[src/design/bole_pkg.sv]
// Package with shared types, codes and constants of the bounded ordered list engine.
`timescale 1ns / 1ps

package bole_pkg;

  // Default sizes of the list storage.
  localparam int unsigned ListDepthDefault = 16;
  localparam int unsigned WordWidthDefault = 32;

  // Operation codes carried in the mode field; code 7 is a no-op.
  typedef enum logic [2:0] {
    MODE_INS_HEAD = 3'd0,
    MODE_INS_TAIL = 3'd1,
    MODE_INS_POS  = 3'd2,
    MODE_DEL_HEAD = 3'd3,
    MODE_DEL_TAIL = 3'd4,
    MODE_DEL_POS  = 3'd5,
    MODE_DUMP     = 3'd6
  } mode_e;

  // Result status codes.
  typedef enum logic [1:0] {
    ST_OK     = 2'd0,
    ST_EMPTY  = 2'd1,
    ST_FULL   = 2'd2,
    ST_BADPOS = 2'd3
  } status_e;

  // Input beat: one list operation.
  typedef struct packed {
    logic [2:0]         mode;
    logic signed [31:0] value;
    logic [7:0]         position;
  } in_beat_t;

  // Output beat: one result.
  typedef struct packed {
    logic [1:0]         status;
    logic signed [31:0] element;
    logic               last;
    logic [4:0]         length;
  } out_beat_t;

  // Commands from the controller to the datapath.
  typedef struct packed {
    logic load;  // capture a new operation
    logic step;  // execute one step and load the result register
  } dp_cmd_t;

  // Status from the datapath to the controller.
  typedef struct packed {
    logic is_dump;    // held operation is a dump
    logic dump_last;  // next dump step emits the final beat
  } dp_status_t;

endpackage

[src/design/bounded_ordered_list_engine_core.sv]
// An accepted operation beat is held, and its result beat is registered when the output
// is free. One edit per cycle while results are taken; a dump emits one element per cycle
// while results are taken, from the head of a rotating shift-register list.
// An empty dump or any edit gives a single result beat.
// Reset (rst_ni low, asynchronous) empties the list; list words themselves are not cleared.
`timescale 1ns / 1ps

module bounded_ordered_list_engine_core
  import bole_pkg::*;
#(
  parameter int unsigned ListDepth = ListDepthDefault,
  parameter int unsigned WordWidth = WordWidthDefault
) (
  input  logic      clk_i,
  input  logic      rst_ni,
  input  logic      in_valid_i,
  output logic      in_ready_o,
  input  in_beat_t  in_beat_i,
  output logic      out_valid_o,
  input  logic      out_ready_i,
  output out_beat_t out_beat_o
);

  dp_cmd_t    dp_cmd;
  dp_status_t dp_status;

  // Sequencer for handshakes and steps.
  bole_ctrl u_ctrl (
    .clk_i       (clk_i),
    .rst_ni      (rst_ni),
    .in_valid_i  (in_valid_i),
    .in_ready_o  (in_ready_o),
    .out_valid_o (out_valid_o),
    .out_ready_i (out_ready_i),
    .dp_status_i (dp_status),
    .dp_cmd_o    (dp_cmd)
  );

  // List storage and result formation.
  bole_dp #(
    .ListDepth (ListDepth),
    .WordWidth (WordWidth)
  ) u_dp (
    .clk_i       (clk_i),
    .rst_ni      (rst_ni),
    .in_beat_i   (in_beat_i),
    .dp_cmd_i    (dp_cmd),
    .dp_status_o (dp_status),
    .out_beat_o  (out_beat_o)
  );

endmodule

[src/design/bole_ctrl.sv]
// Controller state machine of the bounded ordered list engine.
`timescale 1ns / 1ps

module bole_ctrl
  import bole_pkg::*;
(
  input  logic       clk_i,
  input  logic       rst_ni,
  input  logic       in_valid_i,
  output logic       in_ready_o,
  output logic       out_valid_o,
  input  logic       out_ready_i,
  input  dp_status_t dp_status_i,
  output dp_cmd_t    dp_cmd_o
);

  typedef enum logic {
    CTRL_IDLE,
    CTRL_BUSY
  } ctrl_state_e;

  ctrl_state_e state_q, state_d;
  logic        out_valid_q, out_valid_d;
  logic        out_free;
  logic        finish;

  // State and output-valid registers.
  always_ff @(posedge clk_i or negedge rst_ni) begin
    if (!rst_ni) begin
      state_q     <= CTRL_IDLE;
      out_valid_q <= 1'b0;
    end else begin
      state_q     <= state_d;
      out_valid_q <= out_valid_d;
    end
  end

  // Next state, handshakes and datapath commands.
  always_comb begin
    out_free         = !out_valid_q || out_ready_i;
    dp_cmd_o.step    = (state_q == CTRL_BUSY) && out_free;
    finish           = dp_cmd_o.step && (!dp_status_i.is_dump || dp_status_i.dump_last);
    in_ready_o       = (state_q == CTRL_IDLE) || finish;
    dp_cmd_o.load    = in_valid_i && in_ready_o;
    state_d          = state_q;
    out_valid_d      = out_valid_q;
    if (dp_cmd_o.step) begin
      out_valid_d = 1'b1;
    end else if (out_ready_i) begin
      out_valid_d = 1'b0;
    end
    unique case (state_q)
      CTRL_IDLE: begin
        if (dp_cmd_o.load) begin
          state_d = CTRL_BUSY;
        end
      end
      CTRL_BUSY: begin
        if (finish && !dp_cmd_o.load) begin
          state_d = CTRL_IDLE;
        end
      end
      default: state_d = CTRL_IDLE;
    endcase
  end

  assign out_valid_o = out_valid_q;

endmodule

[src/design/bole_dp.sv]
// Datapath of the bounded ordered list engine: shift-register list and result register.
`timescale 1ns / 1ps

module bole_dp
  import bole_pkg::*;
#(
  parameter int unsigned ListDepth = ListDepthDefault,
  parameter int unsigned WordWidth = WordWidthDefault
) (
  input  logic       clk_i,
  input  logic       rst_ni,
  input  in_beat_t   in_beat_i,
  input  dp_cmd_t    dp_cmd_i,
  output dp_status_t dp_status_o,
  output out_beat_t  out_beat_o
);

  localparam int unsigned LenW = $clog2(ListDepth + 1);
  localparam int unsigned IdxW = $clog2(ListDepth);
  localparam int unsigned CmpW = ((LenW > 8) ? LenW : 8) + 1;

  // Held operation.
  logic [2:0]           mode_q;
  logic [WordWidth-1:0] word_q;
  logic [7:0]           pos_q;

  // List storage, entry 0 is the head; entries at or past the length are don't-care.
  logic [WordWidth-1:0] list_q [ListDepth];
  logic [WordWidth-1:0] list_d [ListDepth];
  logic [LenW-1:0]      len_q, len_d;
  logic [LenW-1:0]      dump_cnt_q, dump_cnt_d;
  out_beat_t            out_q, out_d;

  logic [CmpW-1:0]      pos_c, len_c;
  logic [LenW-1:0]      len_m1;
  logic [IdxW-1:0]      last_idx;
  logic [IdxW-1:0]      k_idx;
  logic                 do_ins, do_shift, do_rot;
  logic [1:0]           st;
  logic                 is_dump, dump_last;

  assign is_dump   = (mode_q == MODE_DUMP);
  assign len_m1    = len_q - LenW'(1);
  assign last_idx  = IdxW'(len_m1);
  assign dump_last = (len_q == '0) || (dump_cnt_q == len_m1);
  assign pos_c     = CmpW'(pos_q);
  assign len_c     = CmpW'(len_q);

  assign dp_status_o.is_dump   = is_dump;
  assign dp_status_o.dump_last = dump_last;

  // Operation decode: status, kind of edit and slot index.
  always_comb begin
    st       = ST_OK;
    do_ins   = 1'b0;
    do_shift = 1'b0;
    do_rot   = 1'b0;
    k_idx    = '0;
    len_d    = len_q;
    unique case (mode_q)
      MODE_INS_HEAD, MODE_INS_TAIL, MODE_INS_POS: begin
        if (len_q == LenW'(ListDepth)) begin
          st = ST_FULL;
        end else if (mode_q == MODE_INS_HEAD || len_q == '0) begin
          do_ins = 1'b1;
        end else if (mode_q == MODE_INS_TAIL) begin
          do_ins = 1'b1;
          k_idx  = IdxW'(len_q);
        end else if (pos_c >= CmpW'(1) && pos_c <= len_c + CmpW'(1)) begin
          do_ins = 1'b1;
          k_idx  = IdxW'(pos_c - CmpW'(1));
        end else begin
          st = ST_BADPOS;
        end
        if (do_ins) begin
          len_d = len_q + LenW'(1);
        end
      end
      MODE_DEL_HEAD, MODE_DEL_TAIL, MODE_DEL_POS: begin
        if (len_q == '0) begin
          st = ST_EMPTY;
        end else if (mode_q == MODE_DEL_HEAD) begin
          do_shift = 1'b1;
        end else if (mode_q == MODE_DEL_TAIL) begin
          do_shift = 1'b1;
          k_idx    = last_idx;
        end else if (pos_c >= CmpW'(1) && pos_c <= len_c) begin
          do_shift = 1'b1;
          k_idx    = IdxW'(pos_c - CmpW'(1));
        end else begin
          st = ST_BADPOS;
        end
        if (do_shift) begin
          len_d = len_m1;
        end
      end
      MODE_DUMP: begin
        // Rotate the list by one so the next element reaches the head.
        do_rot   = (len_q != '0);
        do_shift = do_rot;
        if (len_q == '0) begin
          st = ST_EMPTY;
        end
      end
      default: ;
    endcase
  end

  // Next value of each list entry; each entry looks at its neighbors and the head.
  always_comb begin
    for (int unsigned i = 0; i < ListDepth; i++) begin
      list_d[i] = list_q[i];
      if (do_ins) begin
        if (IdxW'(i) == k_idx) begin
          list_d[i] = word_q;
        end else if (IdxW'(i) > k_idx) begin
          list_d[i] = list_q[(i > 0) ? i - 1 : 0];
        end
      end
      if (do_shift && IdxW'(i) >= k_idx && i < ListDepth - 1) begin
        list_d[i] = list_q[(i < ListDepth - 1) ? i + 1 : i];
      end
      if (do_rot && IdxW'(i) == last_idx) begin
        list_d[i] = list_q[0];
      end
    end
  end

  // Result beat for the current step.
  always_comb begin
    out_d         = out_q;
    out_d.status  = st;
    out_d.element = '0;
    out_d.last    = 1'b1;
    out_d.length  = 5'(len_d);
    dump_cnt_d    = dump_cnt_q;
    if (is_dump) begin
      out_d.length = 5'(len_q);
      if (len_q != '0) begin
        out_d.element = 32'(list_q[0]);
        out_d.last    = dump_last;
        dump_cnt_d    = dump_cnt_q + LenW'(1);
      end
    end
    if (dp_cmd_i.load) begin
      dump_cnt_d = '0;
    end
  end

  // Control registers: length and dump counter.
  always_ff @(posedge clk_i or negedge rst_ni) begin
    if (!rst_ni) begin
      len_q      <= '0;
      dump_cnt_q <= '0;
    end else begin
      if (dp_cmd_i.step) begin
        len_q <= len_d;
      end
      if (dp_cmd_i.step || dp_cmd_i.load) begin
        dump_cnt_q <= dump_cnt_d;
      end
    end
  end

  // Payload registers: held operation, list words and result beat.
  always_ff @(posedge clk_i) begin
    if (dp_cmd_i.load) begin
      mode_q <= in_beat_i.mode;
      word_q <= WordWidth'(in_beat_i.value);
      pos_q  <= in_beat_i.position;
    end
    if (dp_cmd_i.step) begin
      out_q <= out_d;
      for (int unsigned i = 0; i < ListDepth; i++) begin
        list_q[i] <= list_d[i];
      end
    end
  end

  assign out_beat_o = out_q;

endmodule
[config.mk]
export PLATFORM = sky130hd
export DESIGN_NAME = bounded_ordered_list_engine_core
export DESIGN_NICKNAME = d
export VERILOG_FILES = /design/src/design/bole_pkg.sv /design/src/design/bounded_ordered_list_engine_core.sv /design/src/design/bole_ctrl.sv /design/src/design/bole_dp.sv
export SDC_FILE = /design/constraint.sdc
export NUM_CORES = 2
export LEC_CHECK = 0
export ABC_AREA = 1
export BUFFER_PORTS_ARGS = -buffer_cell sky130_fd_sc_hd__buf_2
export CORE_ASPECT_RATIO = 0.8
export CORE_MARGIN = 3
export CORE_UTILIZATION = 45
export CTS_CLUSTER_SIZE = 12
export DETAILED_ROUTE_END_ITERATION = 7
export PLACE_DENSITY_LB_ADDON = 0.08
export SETUP_SLACK_MARGIN = 0.1
export SLEW_MARGIN = 0
export SYNTH_ARGS = -nofsm -noshare
export SYNTH_HDL_FRONTEND = slang
export SYNTH_SLANG_ARGS = --single-unit
[constraint.sdc]
create_clock -name clk_i -period 9.9 [get_ports clk_i]
set_input_delay 1.98 -clock clk_i [delete_from_list [all_inputs] [get_ports clk_i]]
set_output_delay 1.98 -clock clk_i [all_outputs]
set_load 0.01 [all_outputs]
Yosys cells after proc, flatten, opt, wreduce, memory -nomap -nowiden
Memory sizes are Yosys's and may differ from the RTL's.
Cells that the tools add are included.
- register bits: 95
- bits in writable memories: 512
- output and inout port bits: 42
- word-level logic and storage cells: 271
- memories kept: 1
- add/subtract/negate cells: 5
- $lt $le $gt $ge: 33
- equal/unequal tests: 38
- multiplexer cells: 124
- bitwise logic cells: 1
- reduce and logical (&&, ||, !) cells: 58
- memory list (memory ; depth ; bits a word ; rd ports ; clocked after Yosys merged registers in ; write ports ; line ; text):
    u_dp.list_q ; 16 ; 32 ; 16 ; 0 ; 16 ; bole_dp.sv:28 ; logic [WordWidth-1:0] list_q [ListDepth];
- operators by type and width (cell ; count):
    32-bit 2-to-1 mux ; 78
    4-bit == test (first input constant) ; 16
    1-bit logical AND ; 37
    3-bit by 4-bit == test with 1-bit output (first input constant) ; 8
    4-bit > comparator (first input constant) ; 8
    4-bit 2-to-1 mux ; 8
    5-bit 2-to-1 mux ; 6
    4-bit greater-or-equal comparator (first input constant) ; 7
    1-bit 2-to-1 mux ; 19
    2-bit by 4-bit == test with 1-bit output (first input constant) ; 4
    3-bit by 4-bit greater-or-equal comparator with 1-bit output (first input constant) ; 4
    3-bit by 4-bit > comparator with 1-bit output (first input constant) ; 4
    2-bit 2-to-1 mux ; 8
    5-bit by 1-bit adder with 5-bit output (second input constant) ; 2
    5-bit case mux with 2 select lines ; 1
    3-bit == test (second input constant) ; 3
    1-bit by 4-bit == test with 1-bit output (first input constant) ; 2
    1-bit by 4-bit greater-or-equal comparator with 1-bit output (first input constant) ; 2
    2-bit by 4-bit greater-or-equal comparator with 1-bit output (first input constant) ; 2
    8-bit by 1-bit greater-or-equal comparator with 1-bit output (second input constant) ; 1
    2-bit by 4-bit > comparator with 1-bit output (first input constant) ; 2
    8-bit by 5-bit <= comparator with 1-bit output ; 1
    8-bit by 6-bit <= comparator with 1-bit output ; 1
    4-bit logical NOT ; 2
    other kinds (21) ; 33

Logic depth before layout (Yosys ltp)
- depth after elaboration: 14
- depth in mapped cells: 25

Cells and area by module
Synthesis repeated with hierarchy kept, for this count alone.
- cell total of the unflattened synthesis: 5348
- area total of the unflattened synthesis: 38722.1 um^2
- by module, submodules not included (module ; instances ; cells each ; area an instance (um^2)):
    bole_dp ; 1 ; 5333 ; 38603.3
    bole_ctrl ; 1 ; 15 ; 118.9

Worst setup path before layout
OpenSTA, ideal clock, no wires.
- path kind: input to register
- start point: in out_ready_i
- end point: mem u_dp.list_q[0][0] in the netlist's numbering (enable)
- library setup time: 0.461 ns
- arrival: 5.385 ns
- path slack: 4.054 ns
- stages on the path: 6
- path buffers: 0
- cell sequence: inv_1 -> nand2_1 -> nand2_1 -> clkinv_1 -> nand2_1 -> nor3_1
- RTL lines (element ; line ; text):
    start, declared ; bounded_ordered_list_engine_core.sv:20 ; input logic out_ready_i,
    end, declared ; bole_dp.sv:28 ;

==> flow_summary.toml <==
[yosys]
synth_top_area_frac = 0.465
seq_area_frac_synth = 0.473
ys_ff_latch = 607
yosys_warnings = 0
synth_flop_cell = "edfxtp_1"
syn_area_um2 = 38400
syn_nets = 5287
avgSynthCellArea_um2 = 7.36
syn_inst = 5220
yosys-top-cells-area = "edfxtp_1, nand2_1, nand3_1"
async_reset_ff_frac = 0.0198
ys_types = 43
yosysTopAreaCell = "edfxtp_1"
synth-edff-count = 595

[worst_setup_path]
slowest_delay_ns = 0.86
cp_common_cell = "nand2_1"
critPathLaunchType = "register"
required_ns = 10.40
endpoint_kind = "register"
worstPathMaxFanout = 41
crit_type = "reg2reg"
cp_slowest_cell = "nand2_2"
path_cells = "inv_2 > ha_1 > inv_1 > ha_1 > nand2_1 > nand2_1 > nand2_1 > nand2_1 > nand2_1 > nand2_1 > nand2_1 > nand3_1 > nand2_1 > nand2_1 > nand2_1 > nor2_8 > nand2_2 > nand2_2 > nand2_2 > nand2_1 > nand3_1 > nand2_1"
crit_arrival_ns = 6.87

[timing]
hold_viol_final = 0
final.setup.tns_ns = 0
max_slew_margin = 0.0334
fmax_mhz = 157
finClkSkew_ns = 0.0248
min_period_over_period = 0.643
min_period_ns = 6.36
drv_slew = 0
rsz0062_at_grt = "false"
worstMarginPinSlew_ns = 1.45
timing.final.ws_setup_ns = 3.54
setup_violations = 0
hold_slack_ns = 0.514

[clock_network]
root_buffer = "clkbuf_16"
tritoncts = "built"
htreeDepth = 3
numCtsBuffers = 71
post-cts-setup-buffer-count = 0
cts.sinks = 607
postCtsHoldBufs = 0
clk_pin_slew_ns = 0.06
clkLatencyLatePin_ns = 0.65
cts_resized = 0
clockBufferDepth = 3

[run_status]
status = "finished with violations"
violations = "DRC"

[die]
start_util = 0.456
core_um2 = 84300
die_y_um = 267
die_area_um2 = 89000
num_io_pins = 89
placementRows = 95
die_x_um = 333

[global_routing]
grt_pass1_vias = 33300
grt-ovfl-total = 0
grt_usage = 0.349
grt_pass1_wl_mm = 232
grt_max_degree = 158
antenna_found_initial = 2

[drt]
totalWireLength_mm = 160
dr.pass1.iters = 8
routedWlPerCell_um = 25.6
ant_nets = 0
drc_errors = 1
route.vias.total = 37100
vias_per_cell = 5.92
drt_iter0_drc = 6135

[power]
powerDensity_nw_per_um2 = 240
power.leakage_nw = 18.8
vdd_drop_max_mv = 0.148

[final_layout]
final_cells = 6255
design_area_um2 = 41800
layout-drive-gt1-share = 0.0804
fin_nets = 5158
area_growth_pct = 8.76
fillers = 8326

[placed_design]
post_dp_cell_area_um2 = 39700
place_inst = 6133
dp_slack_ns = 3.69
dpl.hpwl_mm = 101
io_buffers = 88
gp_congestion = 0.928

[min_path]
hold_class = "reg2reg"

[flow_run]
maxCapViolations = 0
==> registers in the layout, summed over array words and instances, names as in the netlist, 3 cells and up <==
register and flops:
u_dp.len_q 5, u_dp.pos_q 8, u_dp.out_beat_o 40, u_dp.list_q 512, u_dp.word_q 32, u_dp.dump_cnt_q 5, u_dp.mode_q 3
==> cells by family (layout without fill, tap and decap cells) <==
family / count (synthesis) / count (layout) / share of synthesized area
AO/OA/AOI/OAI: 428 / 428 / 0.0579
XOR/XNOR: 13 / 13 / 0.00345
adder cells (fa/ha/maj): 20 / 20 / 0.00651
buffers and inverters: 982 / 901 / 0.101
flip-flops: 607 / 607 / 0.473
other: 0 / 1 / 0
AND/OR/NAND/NOR: 3170 / 3170 / 0.359
==> Yosys cell counts, types with 10 or more instances <==
| library cell | count |
|---|---|
| o22ai_1 | 35 |
| ha_1 | 20 |
| o21ai_1 | 28 |
| clkbuf_1 | 239 |
| buf_2 | 103 |
| inv_1 | 566 |
| xor2_1 | 10 |
| o21ai_0 | 140 |
| nand2_2 | 13 |
| buf_1 | 53 |
| nand3_1 | 975 |
| edfxtp_1 | 595 |
| nand4_1 | 68 |
| nand2_1 | 1664 |
| a21oi_1 | 209 |
| dfrtp_1 | 12 |
| or2_2 | 32 |
| nand3b_1 | 64 |
| nor2_1 | 324 |
==> stage by stage <==
stage / total power, mW / util
6_report: 10.0 / 0.496
5_1_grt: 10.5 / 0.496
4_1_cts: 9.89 / 0.496
3_5_place_dp: 7.36 / 0.471
3_3_place_gp: 7.32 / 0.471
2_1_floorplan: 6.13 / -
==> cells in the final DEF (no fill, tap or decap), types with 10 or more instances in the layout <==
cell       netlist  routed
nand3_1        975     973
buf_2          103      88
nor2_2           9      22
nand2_2         13      22
clkbuf_16        0      74
o21ai_1         28      28
inv_2            9      10
dfrtp_1         12      12
a21oi_1        209     204
or2_2           32      32
inv_1          566     566
nand3b_1        64      64
nand4_1         68      68
nor2_4           2      13
o22ai_1         35      35
ha_1            20      20
edfxtp_1       595     595
xor2_1          10      10
nor2_1         324     300
clkinv_1         1      19
o21ai_0        140     140
buf_4            5     114
clkbuf_1       239      15
nand2_1       1664    1654
==> report_power, final <==
part           internal [mW]  total [mW]  switching, mW
Clock                   1.41        2.55           1.14
Sequential              3.64        4.06          0.421
Combinational          0.957        3.41           2.45
==> layer usage <==
layer  vias to the layer above  share of wire  GRT usage
li1                      16800              -          -
met1                     17300           0.44      0.541
met2                      2668           0.38      0.461
met3                       278           0.16      0.112
met4                         6          0.025     0.0892
met5                         -        0.00024          0
==> critical path, delay by kind of cell (launching register included) <==
family	cells	cell delay (ns)
buf+inv	2	0.28
flops	1	0.56
simple gates	18	4.55
fa+ha+maj	2	0.73
==> worst paths after layout <==
| check | startpoint | to | slack [ns] | cells after the start |
|---|---|---|---|---|
| min in group asynchronous | rst_ni | u_dp.dump_cnt_q[3]$_DFFE_PN0P_ | 1.23 | 1 |
| min reg2reg | u_ctrl.out_valid_o$_DFFE_PN0P_ | u_ctrl.out_valid_o$_DFFE_PN0P_ | 0.51 | 2 |
| max in group asynchronous | rst_ni | u_dp.len_q[4]$_DFFE_PN0P_ | 8.43 | 1 |
| max reg2reg | u_dp.len_q[0]$_DFFE_PN0P_ | u_dp.list_q[0][143]$_DFFE_PP_ | 3.54 | 22 |
| max | u_dp.len_q[0]$_DFFE_PN0P_ | u_dp.list_q[0][143]$_DFFE_PP_ | 3.54 | 22 |
| min | u_ctrl.out_valid_o$_DFFE_PN0P_ | u_ctrl.out_valid_o$_DFFE_PN0P_ | 0.51 | 2 |
==> final cells by class <==
| class | count | area [µm²] | area share |
|---|---|---|---|
| Antenna cell | 1 | 2.50 | 0.0000599 |
| Clock inverter | 32 | 211 | 0.00506 |
| Multi-Input combinational cell | 3631 | 16600 | 0.398 |
| Clock buffer | 89 | 1910 | 0.0457 |
| Tap cell | 1115 | 1400 | 0.0334 |
| Inverter | 577 | 2170 | 0.0519 |
| Sequential cell | 607 | 18200 | 0.435 |
| Timing Repair Buffer | 203 | 1320 | 0.0315 |
Note: power is estimated with default switching activity, not from simulation.
